==> src/rtl/core/rtb_pkg.sv <==
// ----------------------------------------------------------------------------
// rtb_pkg
// Shared constants and types for the raster timing register block.
// ----------------------------------------------------------------------------
package rtb_pkg;

  localparam int REGISTER_COUNT = 47;
  localparam int ADDR_W         = 6;
  localparam int RF_AW          = $clog2(REGISTER_COUNT);

  // item modes
  localparam logic [1:0] MODE_TICK  = 2'd0;
  localparam logic [1:0] MODE_READ  = 2'd1;
  localparam logic [1:0] MODE_WRITE = 2'd2;

  // configuration register indexes
  localparam logic CFG_CYCLES = 1'b0;
  localparam logic CFG_LINES  = 1'b1;

  localparam logic [7:0] CYCLES_RESET = 8'd63;
  localparam logic [8:0] LINES_RESET  = 9'd312;

  // special register addresses
  localparam logic [ADDR_W-1:0] REG_CONTROL    = 6'h11;
  localparam logic [ADDR_W-1:0] REG_RASTER     = 6'h12;
  localparam logic [ADDR_W-1:0] REG_SPRITE_HIT = 6'h1E;
  localparam logic [ADDR_W-1:0] REG_BG_HIT     = 6'h1F;

  localparam logic [8:0] BAD_FIRST   = 9'h030;
  localparam logic [8:0] BAD_LAST    = 9'h0F7;
  localparam logic [7:0] STALL_FIRST = 8'd15;
  localparam logic [7:0] STALL_LAST  = 8'd54;

  typedef struct packed {
    logic [1:0]        mode;
    logic [ADDR_W-1:0] addr;
    logic [7:0]        wdata;
    logic [7:0]        sprite_bits;
    logic [7:0]        bg_bits;
  } cmd_t;

  typedef struct packed {
    logic             en;
    logic [RF_AW-1:0] addr;
    logic [7:0]       data;
  } wr_t;

  typedef struct packed {
    logic       ba;
    logic       aec;
    logic       badline;
    logic [8:0] line;
    logic [7:0] cycle;
  } status_t;

  function automatic logic addr_in_range(input logic [ADDR_W-1:0] a);
    return {1'b0, a} < (ADDR_W + 1)'(REGISTER_COUNT);
  endfunction

endpackage

==> src/rtl/core/raster_timing_register_block.sv <==
// ----------------------------------------------------------------------------
// raster_timing_register_block
// Raster line/cycle timing with badline BA/AEC generation and a video
// register file with collision latches.
//
//   channel  | handshake            | contents
//   ---------+----------------------+---------------------------------------
//   in       | in_valid / in_ready  | mode, reg_address, write_data, hit bits
//   out      | out_valid / out_ready| read_data, BA, AEC, badline, line, cycle
//   config   | cfg_we               | cfg_index, cfg_data
//
// One beat per clock sustained while the output is not stalled; an accepted
// beat passes through the input register, which also waits on the register
// file RAM read, then the result register. Output stall backs up through
// in_ready combinationally. Reset clears valid bits and control state only.
// ----------------------------------------------------------------------------
module raster_timing_register_block (
  input  logic        clk,
  input  logic        rst,
  input  logic        cfg_we,
  input  logic        cfg_index,
  input  logic [8:0]  cfg_data,
  input  logic        in_valid,
  output logic        in_ready,
  input  logic [1:0]  mode,
  input  logic [5:0]  reg_address,
  input  logic [7:0]  write_data,
  input  logic [7:0]  sprite_hit_bits,
  input  logic [7:0]  background_hit_bits,
  output logic        out_valid,
  input  logic        out_ready,
  output logic [7:0]  read_data,
  output logic        bus_available,
  output logic        address_enable,
  output logic        badline_flag,
  output logic [8:0]  current_line,
  output logic [7:0]  current_cycle
);

  logic [7:0]       line_length;
  logic [8:0]       lines_per_frame;
  logic             s1_valid;
  rtb_pkg::cmd_t    s1_cmd;
  logic             out_free;
  logic             adv;
  logic             in_fire;
  rtb_pkg::wr_t     wr;
  logic [7:0]       stored;
  logic [2:0]       ctrl;
  logic [7:0]       rd_next;
  rtb_pkg::status_t st_next;

  always_ff @(posedge clk) begin
    if (rst) begin
      line_length     <= rtb_pkg::CYCLES_RESET;
      lines_per_frame <= rtb_pkg::LINES_RESET;
    end else if (cfg_we) begin
      case (cfg_index)
        rtb_pkg::CFG_CYCLES: line_length     <= cfg_data[7:0];
        rtb_pkg::CFG_LINES:  lines_per_frame <= cfg_data;
        default: begin
        end
      endcase
    end
  end

  assign out_free = !out_valid || out_ready;
  assign adv      = s1_valid && out_free;
  assign in_ready = !s1_valid || out_free;
  assign in_fire  = in_valid && in_ready;

  always_ff @(posedge clk) begin
    if (rst) begin
      s1_valid <= 1'b0;
    end else if (in_ready) begin
      s1_valid <= in_valid;
    end
  end

  always_ff @(posedge clk) begin
    if (in_fire) begin
      s1_cmd.mode        <= mode;
      s1_cmd.addr        <= reg_address;
      s1_cmd.wdata       <= write_data;
      s1_cmd.sprite_bits <= sprite_hit_bits;
      s1_cmd.bg_bits     <= background_hit_bits;
    end
  end

  always_comb begin
    wr.en   = adv && (s1_cmd.mode == rtb_pkg::MODE_WRITE) &&
              rtb_pkg::addr_in_range(s1_cmd.addr);
    wr.addr = s1_cmd.addr[rtb_pkg::RF_AW-1:0];
    wr.data = s1_cmd.wdata;
  end

  rtb_regfile u_regfile (
    .clk    (clk),
    .rst    (rst),
    .rd_en  (in_fire),
    .rd_addr(reg_address),
    .wr     (wr),
    .stored (stored),
    .ctrl   (ctrl)
  );

  rtb_timing u_timing (
    .clk            (clk),
    .rst            (rst),
    .go             (adv),
    .cmd            (s1_cmd),
    .stored         (stored),
    .ctrl           (ctrl),
    .line_length    (line_length),
    .lines_per_frame(lines_per_frame),
    .rd_next        (rd_next),
    .st_next        (st_next)
  );

  always_ff @(posedge clk) begin
    if (rst) begin
      out_valid <= 1'b0;
    end else if (out_free) begin
      out_valid <= s1_valid;
    end
  end

  always_ff @(posedge clk) begin
    if (adv) begin
      read_data      <= rd_next;
      bus_available  <= st_next.ba;
      address_enable <= st_next.aec;
      badline_flag   <= st_next.badline;
      current_line   <= st_next.line;
      current_cycle  <= st_next.cycle;
    end
  end

endmodule

==> src/rtl/core/rtb_ram.sv <==
// ----------------------------------------------------------------------------
// rtb_ram
// Generic single-write, single-read RAM with registered read data.
// ----------------------------------------------------------------------------
module rtb_ram #(
  parameter int WIDTH = 8,
  parameter int DEPTH = 47
) (
  input  logic                     clk,
  input  logic                     we,
  input  logic [$clog2(DEPTH)-1:0] waddr,
  input  logic [WIDTH-1:0]         wdata,
  input  logic                     re,
  input  logic [$clog2(DEPTH)-1:0] raddr,
  output logic [WIDTH-1:0]         rdata
);

  logic [WIDTH-1:0] mem [DEPTH];

  // read returns the old contents on a same-address write
  always_ff @(posedge clk) begin
    if (we) begin
      mem[waddr] <= wdata;
    end
    if (re) begin
      rdata <= mem[raddr];
    end
  end

endmodule

==> src/rtl/core/rtb_regfile.sv <==
// ----------------------------------------------------------------------------
// rtb_regfile
// Video register file: RAM with per-entry valid bits, write forwarding and a
// shadow copy of control register bits [2:0] for the badline compare.
// ----------------------------------------------------------------------------
module rtb_regfile (
  input  logic                       clk,
  input  logic                       rst,
  input  logic                       rd_en,
  input  logic [rtb_pkg::ADDR_W-1:0] rd_addr,
  input  rtb_pkg::wr_t               wr,
  output logic [7:0]                 stored,
  output logic [2:0]                 ctrl
);

  logic [rtb_pkg::RF_AW-1:0]  raddr;
  logic [7:0]                 ram_q;
  logic [rtb_pkg::REGISTER_COUNT-1:0] valid;
  logic                       vld_q;
  logic                       fwd_hit;
  logic [7:0]                 fwd_data;

  assign raddr = rd_addr[rtb_pkg::RF_AW-1:0];

  rtb_ram #(
    .WIDTH(8),
    .DEPTH(rtb_pkg::REGISTER_COUNT)
  ) u_ram (
    .clk  (clk),
    .we   (wr.en),
    .waddr(wr.addr),
    .wdata(wr.data),
    .re   (rd_en),
    .raddr(raddr),
    .rdata(ram_q)
  );

  always_ff @(posedge clk) begin
    if (rst) begin
      valid <= '0;
      ctrl  <= '0;
    end else begin
      if (wr.en) begin
        valid[wr.addr] <= 1'b1;
        if ({{(rtb_pkg::ADDR_W - rtb_pkg::RF_AW){1'b0}}, wr.addr} == rtb_pkg::REG_CONTROL) begin
          ctrl <= wr.data[2:0];
        end
      end
    end
  end

  // the RAM returns pre-write data when the beat ahead writes the same entry
  always_ff @(posedge clk) begin
    if (rd_en) begin
      vld_q    <= valid[raddr];
      fwd_hit  <= wr.en && (wr.addr == raddr);
      fwd_data <= wr.data;
    end
  end

  always_comb begin
    if (fwd_hit) begin
      stored = fwd_data;
    end else if (vld_q) begin
      stored = ram_q;
    end else begin
      stored = 8'd0;
    end
  end

endmodule

==> src/rtl/core/rtb_timing.sv <==
// ----------------------------------------------------------------------------
// rtb_timing
// Raster counters, badline detect, BA/AEC levels, collision latches and the
// read data select for one beat.
// ----------------------------------------------------------------------------
module rtb_timing (
  input  logic            clk,
  input  logic            rst,
  input  logic            go,
  input  rtb_pkg::cmd_t   cmd,
  input  logic [7:0]      stored,
  input  logic [2:0]      ctrl,
  input  logic [7:0]      line_length,
  input  logic [8:0]      lines_per_frame,
  output logic [7:0]      rd_next,
  output rtb_pkg::status_t st_next
);

  logic [7:0] cycle, cycle_next;
  logic [8:0] line, line_next;
  logic [7:0] spr, spr_next;
  logic [7:0] bgl, bgl_next;
  logic       bad, bad_next;
  logic       prev_ba, prev_ba_next;
  logic       ba, ba_next;
  logic       aec, aec_next;

  logic [8:0] cyc_inc;
  logic [9:0] line_inc;
  logic [7:0] t_cycle;
  logic [8:0] t_line;
  logic       t_bad;
  logic       t_ba;
  logic       in_range;

  always_comb begin
    cyc_inc  = {1'b0, cycle} + 9'd1;
    line_inc = {1'b0, line} + 10'd1;
    if (cyc_inc >= {1'b0, line_length}) begin
      t_cycle = 8'd0;
      t_line  = (line_inc >= {1'b0, lines_per_frame}) ? 9'd0 : line_inc[8:0];
    end else begin
      t_cycle = cyc_inc[7:0];
      t_line  = line;
    end
    t_bad = (t_line >= rtb_pkg::BAD_FIRST) && (t_line <= rtb_pkg::BAD_LAST) &&
            (t_line[2:0] == ctrl);
    t_ba  = !(t_bad && (t_cycle >= rtb_pkg::STALL_FIRST) &&
              (t_cycle <= rtb_pkg::STALL_LAST));
  end

  always_comb begin
    cycle_next   = cycle;
    line_next    = line;
    spr_next     = spr;
    bgl_next     = bgl;
    bad_next     = bad;
    prev_ba_next = prev_ba;
    ba_next      = ba;
    aec_next     = aec;
    rd_next      = 8'd0;
    in_range     = rtb_pkg::addr_in_range(cmd.addr);

    if (go) begin
      case (cmd.mode)
        rtb_pkg::MODE_TICK: begin
          cycle_next = t_cycle;
          line_next  = t_line;
          bad_next   = t_bad;
          ba_next    = t_ba;
          // AEC falls when BA falls, rises when BA rises, and holds otherwise
          if (prev_ba && !t_ba) begin
            aec_next = 1'b0;
          end else if (!prev_ba && t_ba) begin
            aec_next = 1'b1;
          end
          prev_ba_next = t_ba;
          spr_next     = spr | cmd.sprite_bits;
          bgl_next     = bgl | cmd.bg_bits;
        end
        rtb_pkg::MODE_READ: begin
          if (in_range) begin
            if (cmd.addr == rtb_pkg::REG_RASTER) begin
              rd_next = line[7:0];
            end else if (cmd.addr == rtb_pkg::REG_SPRITE_HIT) begin
              rd_next  = spr;
              spr_next = 8'd0;
            end else if (cmd.addr == rtb_pkg::REG_BG_HIT) begin
              rd_next  = bgl;
              bgl_next = 8'd0;
            end else begin
              rd_next = stored;
            end
          end
        end
        default: begin
        end
      endcase
    end

    st_next.ba      = ba_next;
    st_next.aec     = aec_next;
    st_next.badline = bad_next;
    st_next.line    = line_next;
    st_next.cycle   = cycle_next;
  end

  always_ff @(posedge clk) begin
    if (rst) begin
      cycle   <= 8'd0;
      line    <= 9'd0;
      spr     <= 8'd0;
      bgl     <= 8'd0;
      bad     <= 1'b0;
      prev_ba <= 1'b0;
      ba      <= 1'b1;
      aec     <= 1'b1;
    end else begin
      cycle   <= cycle_next;
      line    <= line_next;
      spr     <= spr_next;
      bgl     <= bgl_next;
      bad     <= bad_next;
      prev_ba <= prev_ba_next;
      ba      <= ba_next;
      aec     <= aec_next;
    end
  end

endmodule
==> config.mk <==
export PLATFORM = sky130hd
export DESIGN_NAME = raster_timing_register_block
export DESIGN_NICKNAME = d
export VERILOG_FILES = /design/src/rtl/core/rtb_pkg.sv /design/src/rtl/core/raster_timing_register_block.sv /design/src/rtl/core/rtb_ram.sv /design/src/rtl/core/rtb_regfile.sv /design/src/rtl/core/rtb_timing.sv
export SDC_FILE = /design/constraint.sdc
export NUM_CORES = 1
export LEC_CHECK = 0
export ABC_CLOCK_PERIOD_IN_PS = 7200
export BUFFER_PORTS_ARGS = -buffer_cell sky130_fd_sc_hd__buf_2
export CAP_MARGIN = 20
export CORE_MARGIN = 2
export CORE_UTILIZATION = 51
export CTS_BUF_LIST = sky130_fd_sc_hd__clkbuf_16
export CTS_CLUSTER_DIAMETER = 80
export DETAILED_ROUTE_END_ITERATION = 12
export PLACE_DENSITY = 0.68
export SKIP_LAST_GASP = 1
export SLEW_MARGIN = 20
export SYNTH_ARGS = -nofsm -noshare
export SYNTH_HDL_FRONTEND = slang
export SYNTH_SLANG_ARGS = --single-unit
==> constraint.sdc <==
create_clock -name clk -period 7.2 [get_ports clk]
set_clock_uncertainty 0.15 [all_clocks]
set_input_delay 1.44 -clock clk [delete_from_list [all_inputs] [get_ports clk]]
set_output_delay 1.44 -clock clk [all_outputs]
set_load 0.02 [all_outputs]
==> flow_summary.yaml, run 1 <==
logic_synthesis:
  avgSynthCellArea_um2: 16.31
  netlist_top_cells_area: "edfxtp_1 61%, mux4_2 13%, dfxtp_1 9.5%"
  synth.top_cell.area_share_pct: 61.32
  synth-warning-count: 0
  ys_ff_latch: 560
  syn-instance-count: 1363
  synthesis.nets: 1429
  synth-seq-area-share_pct: 70.86
  ys.flop_type: "edfxtp_1"
  synth_enable_flop_cells: 454
  synth_cell_type_count: 61
  async_reset_ff_share_pct: 0
  yosysTopAreaCell: "edfxtp_1"
  synth_area_um2: 22230
global_routing:
  grt_pass1_vias: 12250
  grt_overflow: 0
  grt_pass1_wl_mm: 74.04
  grt_max_degree: 73
  antenna_found_initial: 2
  grt_usage_pct: 22.15
detailed_routing:
  via_per_inst: 5.844
  drt_pass1_iterations: 5
  drtIter0Drc: 1154
  routedWlPerCell_um: 23.40
  ant_nets: 0
  wl_mm: 48.59
  drt_drc_violations_left: 0
  vias: 12130
critical_path:
  cp-end-kind: "flop"
  r2r-start: "u_timing.cycle[0]$_SDFF_PP0_"
  crit_arrival_ns: 4.54
  crit_start: "u_timing.cycle[0]$_SDFF_PP0_"
  cp_max_fo: 15
  path_class: "flop to flop"
  crit_required_ns: 7.39
  crit_path_start_kind: "flop"
place:
  place_hpwl_mm: 29.82
  gp_congestion: 0.8621
  place.port_buffers: 76
die:
  rows: 76
  io_pins: 77
  initial_core_util_pct: 51.61
  coreArea_um2: 43080
  die-height_um: 212.8
  dieArea_um2: 45280
  die_x_um: 212.8
power:
  p_leak_nw: 8.436
  p_per_area_nw_per_um2: 262.7
  max-vdd-ir-drop_mv: 0.2018
  p_total_w: 0.006543
finish:
  final_cell_mix: "454 x edfxtp_1, 176 x nor2_1, 126 x mux4_2"
  drive_gt1_share_pct: 21.60
  layout_commonest_cell: "edfxtp_1"
  fin_nets: 1510
  area_growth_pct: 12.05
  diodes: 0
timing:
  setup_tns_ns: 0
  min_period_over_period_pct: 60.42
  slew_viol_final: 0
  setup_viol_count_final: 0
  fmax_ghz: 0.2299
  period_minus_slack_ns: 4.351
  worstMarginPinSlew_ns: 1.138
  rsz0062_at_grt: "false"
  relSlewSlack_pct: 23.88
  finalHoldViolations: 0
cts:
  htree_num_levels: 2
  clk_pin_slew_worst_paths_ns: 0.06
  cts-hold-fix-buffers: 0
  clock-root-buffer: "clkbuf_16"
  ctsResizeCount: 0
  cts_setup_buffers: 0
  cts_buffers: 56
  clk_latency_ns: 0.61
  clock_sinks: 560
  cts_buffer_depth: 3
  cts_tree: "yes"
run_status:
  status: "finished, final reports clean"
run:
  drv_cap: 0
hold_path:
  hold_class: "flop to flop"
  hp-start: "lines_per_frame[2]$_SDFFE_PP0P_"
[state kept, by name, indices dropped and copies added, names as in the netlist, 3 cells and up]
register and flops:
current_cycle 8, current_line 9, line_length 8, lines_per_frame 9
read_data 8, s1_cmd 32, u_regfile.ctrl 3, u_regfile.fwd_data 8
u_regfile.u_ram.mem 376, u_regfile.u_ram.rdata 8, u_regfile.valid 47, u_timing.bgl 8
u_timing.cycle 8, u_timing.line 9, u_timing.spr 8
[metrics by stage]
stage	area [µm²]	hold WS, ns	setup WS [ns]	utilization (%)	cells
floorplan	22230	0.2848	3.320	-	1363
global placement	23200	0.2912	2.589	53.86	1970
detailed placement	23200	0.3022	2.591	53.86	1970
CTS	24900	0.3105	2.885	57.80	2075
global route	24910	0.3282	2.586	57.83	2076
finish	24910	0.3130	2.849	57.83	2076
[routing by layer]
layer  GRT usage (%)  vias to the layer above  wire length, µm
met5               0                        -               18
met4           7.041                        2             1344
met3           4.324                       95             3138
met2           37.06                      388            23960
met1           29.48                     6219            20130
li1                -                     5429                -
[kinds of logic (layout without fill, tap and decap cells)]
family | Yosys count | after routing | synth area share, %
adders and majority gates | 19 | 19 | 1.069
muxes | 146 | 146 | 13.67
xor gates and xnor gates | 18 | 18 | 0.7091
and+or+nand+nor | 355 | 355 | 7.052
AOI/OAI and AO/OA | 167 | 167 | 4.896
DFF | 560 | 560 | 70.87
buffers and inverters | 98 | 226 | 1.739
[synthesized netlist by cell type (9+ instances only)]
cell type	count
ha_1	19
o21a_1	14
dfxtp_1	106
and2_1	17
xnor2_1	11
nor2_1	178
mux4_2	126
a211oi_1	17
o211ai_1	9
o21ai_0	32
buf_2	9
mux2i_1	19
clkbuf_1	47
nor2b_1	9
nand2_1	88
edfxtp_1	454
buf_1	15
nand3_1	15
a21oi_1	51
inv_1	26
[path summary, 6_finish.rpt]
path / end / slack [ns] / cells after the start
setup / recovery: badline_flag$_DFFE_PP_ / 2.85 / 14
hold reg to reg: lines_per_frame[2]$_SDFFE_PP0P_ / 0.31 / 2
hold / removal: lines_per_frame[2]$_SDFFE_PP0P_ / 0.31 / 2
setup reg to reg: badline_flag$_DFFE_PP_ / 2.85 / 14
[worst max-delay path, stage by stage (launching register included)]
cell	delay, ns
dfxtp_1	0.42
ha_1	0.27
nand3_1	0.14
nor2_1	0.26
xor2_1	0.13
ha_1	0.29
nand2_1	0.06
or3_1	0.32
o221ai_2	0.28
or2_1	0.51
nand3_1	0.25
o21ai_0	0.38
o2111ai_2	0.21
and4_4	0.21
a22o_1	0.20
[layout make-up]
type / instances / area, µm²
inverters: 26 / 97.59
fillers: 3266 / 18160
clock buffers: 56 / 1401
multi-input cells: 705 / 6097
flip-flops and latches: 560 / 15760
well taps: 585 / 732.0
repair buffers: 95 / 534.3
clock inverters: 49 / 294.0
[where the power goes]
part	switching (W)	internal [W]	leakage (nW)
sequential	0.0000170	0.00353	4.98
clock	0.00120	0.00149	0.896
combinational	0.000189	0.000113	2.56
total	0.00141	0.00513	8.44
No activity file was read; power rests on OpenSTA's default activity.
==> inputs of run 2 (changes only) <==
Settings changed: ABC_AREA set to 1, ABC_CLOCK_PERIOD_IN_PS 7200 to 4100.
Clock period 7.2 ns to 4.1 ns, I/O delays scaled along.
==> flow_summary.yaml, run 2 <==
run_status:
  status: "finished, final reports clean"
logic_synthesis:
  netlist_top_cells_area: "edfxtp_1 60%, dfxtp_1 9.3%, o21ai_0 5.9%"
  avgSynthCellArea_um2: 11.37
  synth-seq-area-share_pct: 69.30
  synth.top_cell.area_share_pct: 59.96
  syn-instance-count: 2000
  yosysTopAreaCell: "edfxtp_1"
  async_reset_ff_share_pct: 0
  synth_enable_flop_cells: 454
  synth.most_common_cell: "edfxtp_1"
  synth-warning-count: 0
  synth_cell_type_count: 49
  ys.flop_type: "edfxtp_1"
  yosys-top-cells-count: "454 x edfxtp_1, 350 x nor2_1, 268 x o21ai_0"
  synth_area_um2: 22740
  synthesis.nets: 2066
  ys_ff_latch: 560
place:
  post-place-cells: 2643
  place.port_buffers: 76
  preCtsSetupSlack_ns: 0.6225
  post_dp_cell_area_um2: 24120
  gp_congestion: 0.8767
  place_hpwl_mm: 35.38
finish:
  top_register: "u_regfile.u_ram.mem"
  multi_input_area_um2: 6106
  fillers: 3723
  reg_top3: "u_regfile.u_ram.mem: 376 flops, u_regfile.valid: 47 flops, s1_cmd: 32 flops"
  drive_gt1_share_pct: 11.94
  final_cell_area_um2: 25730
  fin_nets: 2174
  layoutNonFillerInstCount: 2744
  final_cell_mix: "454 x edfxtp_1, 350 x nor2_1, 268 x o21ai_0"
  area_growth_pct: 13.16
  largest_reg_flops: 376
  seq_area_um2: 15760
  diodes: 0
  layout_commonest_cell: "edfxtp_1"
global_routing:
  antenna_found_initial: 0
  grt_max_degree: 94
  grt_pass1_vias: 15440
  grt_overflow: 0
  grt_usage_pct: 24.63
  grt_pass1_wl_mm: 88.26
die:
  io_pins: 77
  die_x_um: 215.1
  initial_core_util_pct: 51.53
  rows: 77
  dieArea_um2: 46290
  die-height_um: 215.1
  coreArea_um2: 44120
power:
  max-vdd-ir-drop_mv: 0.3692
  p_leak_nw: 9.158
  p_per_area_nw_per_um2: 447.0
cts:
  cts_buffer_depth: 3
  cts-hold-fix-buffers: 0
  clock-root-buffer: "clkbuf_16"
  htree_num_levels: 2
  cts_buffers: 55
  clock_sinks: 560
  clk_pin_slew_worst_paths_ns: 0.06
  cts_tree: "yes"
  ctsResizeCount: 0
  cts_setup_buffers: 0
  clk_latency_ns: 0.61
critical_path:
  r2r_slack_ns: 0.61
  crit_required_ns: 4.30
  crit_path_start_kind: "flop"
  crit_arrival_ns: 3.69
  cp_max_fo: 12
  path_class: "flop to flop"
  cp-end-kind: "flop"
run:
  drv_cap: 0
timing:
  worstMarginPinSlew_ns: 1.160
  setup_viol_count_final: 0
  setup_tns_ns: 0
  period_minus_slack_ns: 3.490
  min_period_over_period_pct: 85.12
  setup_ws_ns: 0.6100
  slew_viol_final: 0
  rsz0062_at_grt: "false"
  fmax_ghz: 0.2865
  finalHoldViolations: 0
  relSlewSlack_pct: 22.67
detailed_routing:
  vias: 15820
  drtIter0Drc: 1669
  ant_nets: 0
  wl_mm: 57.27
  drt_pass1_iterations: 5
  routedWlPerCell_um: 20.87
  via_per_inst: 5.766
  drt_drc_violations_left: 0
hold_path:
  hold_class: "primary input to flop"
[run 2: cell count changes in the layout (fill, tap and decap cells not counted), moves of 14 or more]
cell      change
mux4_2      -126
nand2_1      +95
o21a_1       +32
o21ai_0     +236
a211oi_1     -14
nor2_1      +174
buf_4        +56
o221ai_1     +17
mux2i_1      -18
o22ai_1      +86
inv_1        +85
nand3_1      +38
a21oi_1      +15
[run 2: final timing paths]
check | from | to | cells past startpoint
max | u_timing.cycle[0]$_SDFF_PP0_ | badline_flag$_DFFE_PP_ | 24
min | background_hit_bits[0] | s1_cmd[0]$_DFFE_PP_ | 1
max reg2reg | u_timing.cycle[0]$_SDFF_PP0_ | badline_flag$_DFFE_PP_ | 24
min reg2reg | u_timing.bgl[3]$_SDFFE_PP0P_ | u_timing.bgl[3]$_SDFFE_PP0P_ | 2
[run 2: critical path: stages (launching register included)]
cell,delay (ns)
dfxtp_1,0.37
ha_1,0.20
nand2_1,0.09
nor2_2,0.16
nand2_1,0.09
o21ai_0,0.15
nand2_1,0.10
inv_1,0.06
ha_1,0.24
a21o_1,0.16
nand3_1,0.08
nand2_1,0.06
nor2_2,0.12
nand3_2,0.15
buf_4,0.23
nor2_1,0.13
inv_1,0.06
o21ai_1,0.10
nand3_1,0.11
nor2_1,0.12
nor2_1,0.07
nand2_1,0.05
nand2_1,0.04
nand2_1,0.10
inv_1,0.04
[run 2: routing by layer]
layer	up-vias	part of all wire, %	global-route usage, %
met5	-	0	0
li1	7378	-	-
met3	112	7.5	4.331
met2	635	48	41.16
met1	7696	42	32.97
met4	0	2.9	7.770
[run 2: layout make-up]
| class | instances | area share [%] |
|---|---|---|
| clock buffer | 55 | 5.350 |
| clock inverter | 46 | 0.8900 |
| inverter | 122 | 1.799 |
| multi-input combinational | 1212 | 23.73 |
| sequential | 560 | 61.24 |
| tap | 592 | 2.879 |
| timing repair buffer | 157 | 4.110 |
[run 2: kinds of logic after synthesis]
family	count (synthesis)	synth area share (%)
buffers and inverters	228	3.847
flip-flops	560	69.30
AO/OA/AOI/OAI	552	14.15
adder cells (fa/ha/maj)	19	1.046
multiplexers	1	0.04403
AND/OR/NAND/NOR	628	11.16
XOR/XNOR	12	0.4623
[run 2: stage by stage]
step / util (%) / total power [W] / hold slack (ns)
after global routing: 58.31 / 0.01184 / 0.2173
after global placement: 54.66 / 0.007038 / 0.2843
after detailed placement: 54.66 / 0.007051 / 0.2870
after CTS: 58.30 / 0.01156 / 0.2172
final: 58.31 / 0.01150 / 0.2409
after floorplan: - / 0.006766 / 0.2723
[run 2: power by group]
| group | internal (W) | switching [W] |
|---|---|---|
| Clock | 0.00248 | 0.00208 |
| Combinational | 0.000188 | 0.000501 |
| Sequential | 0.00621 | 0.0000376 |
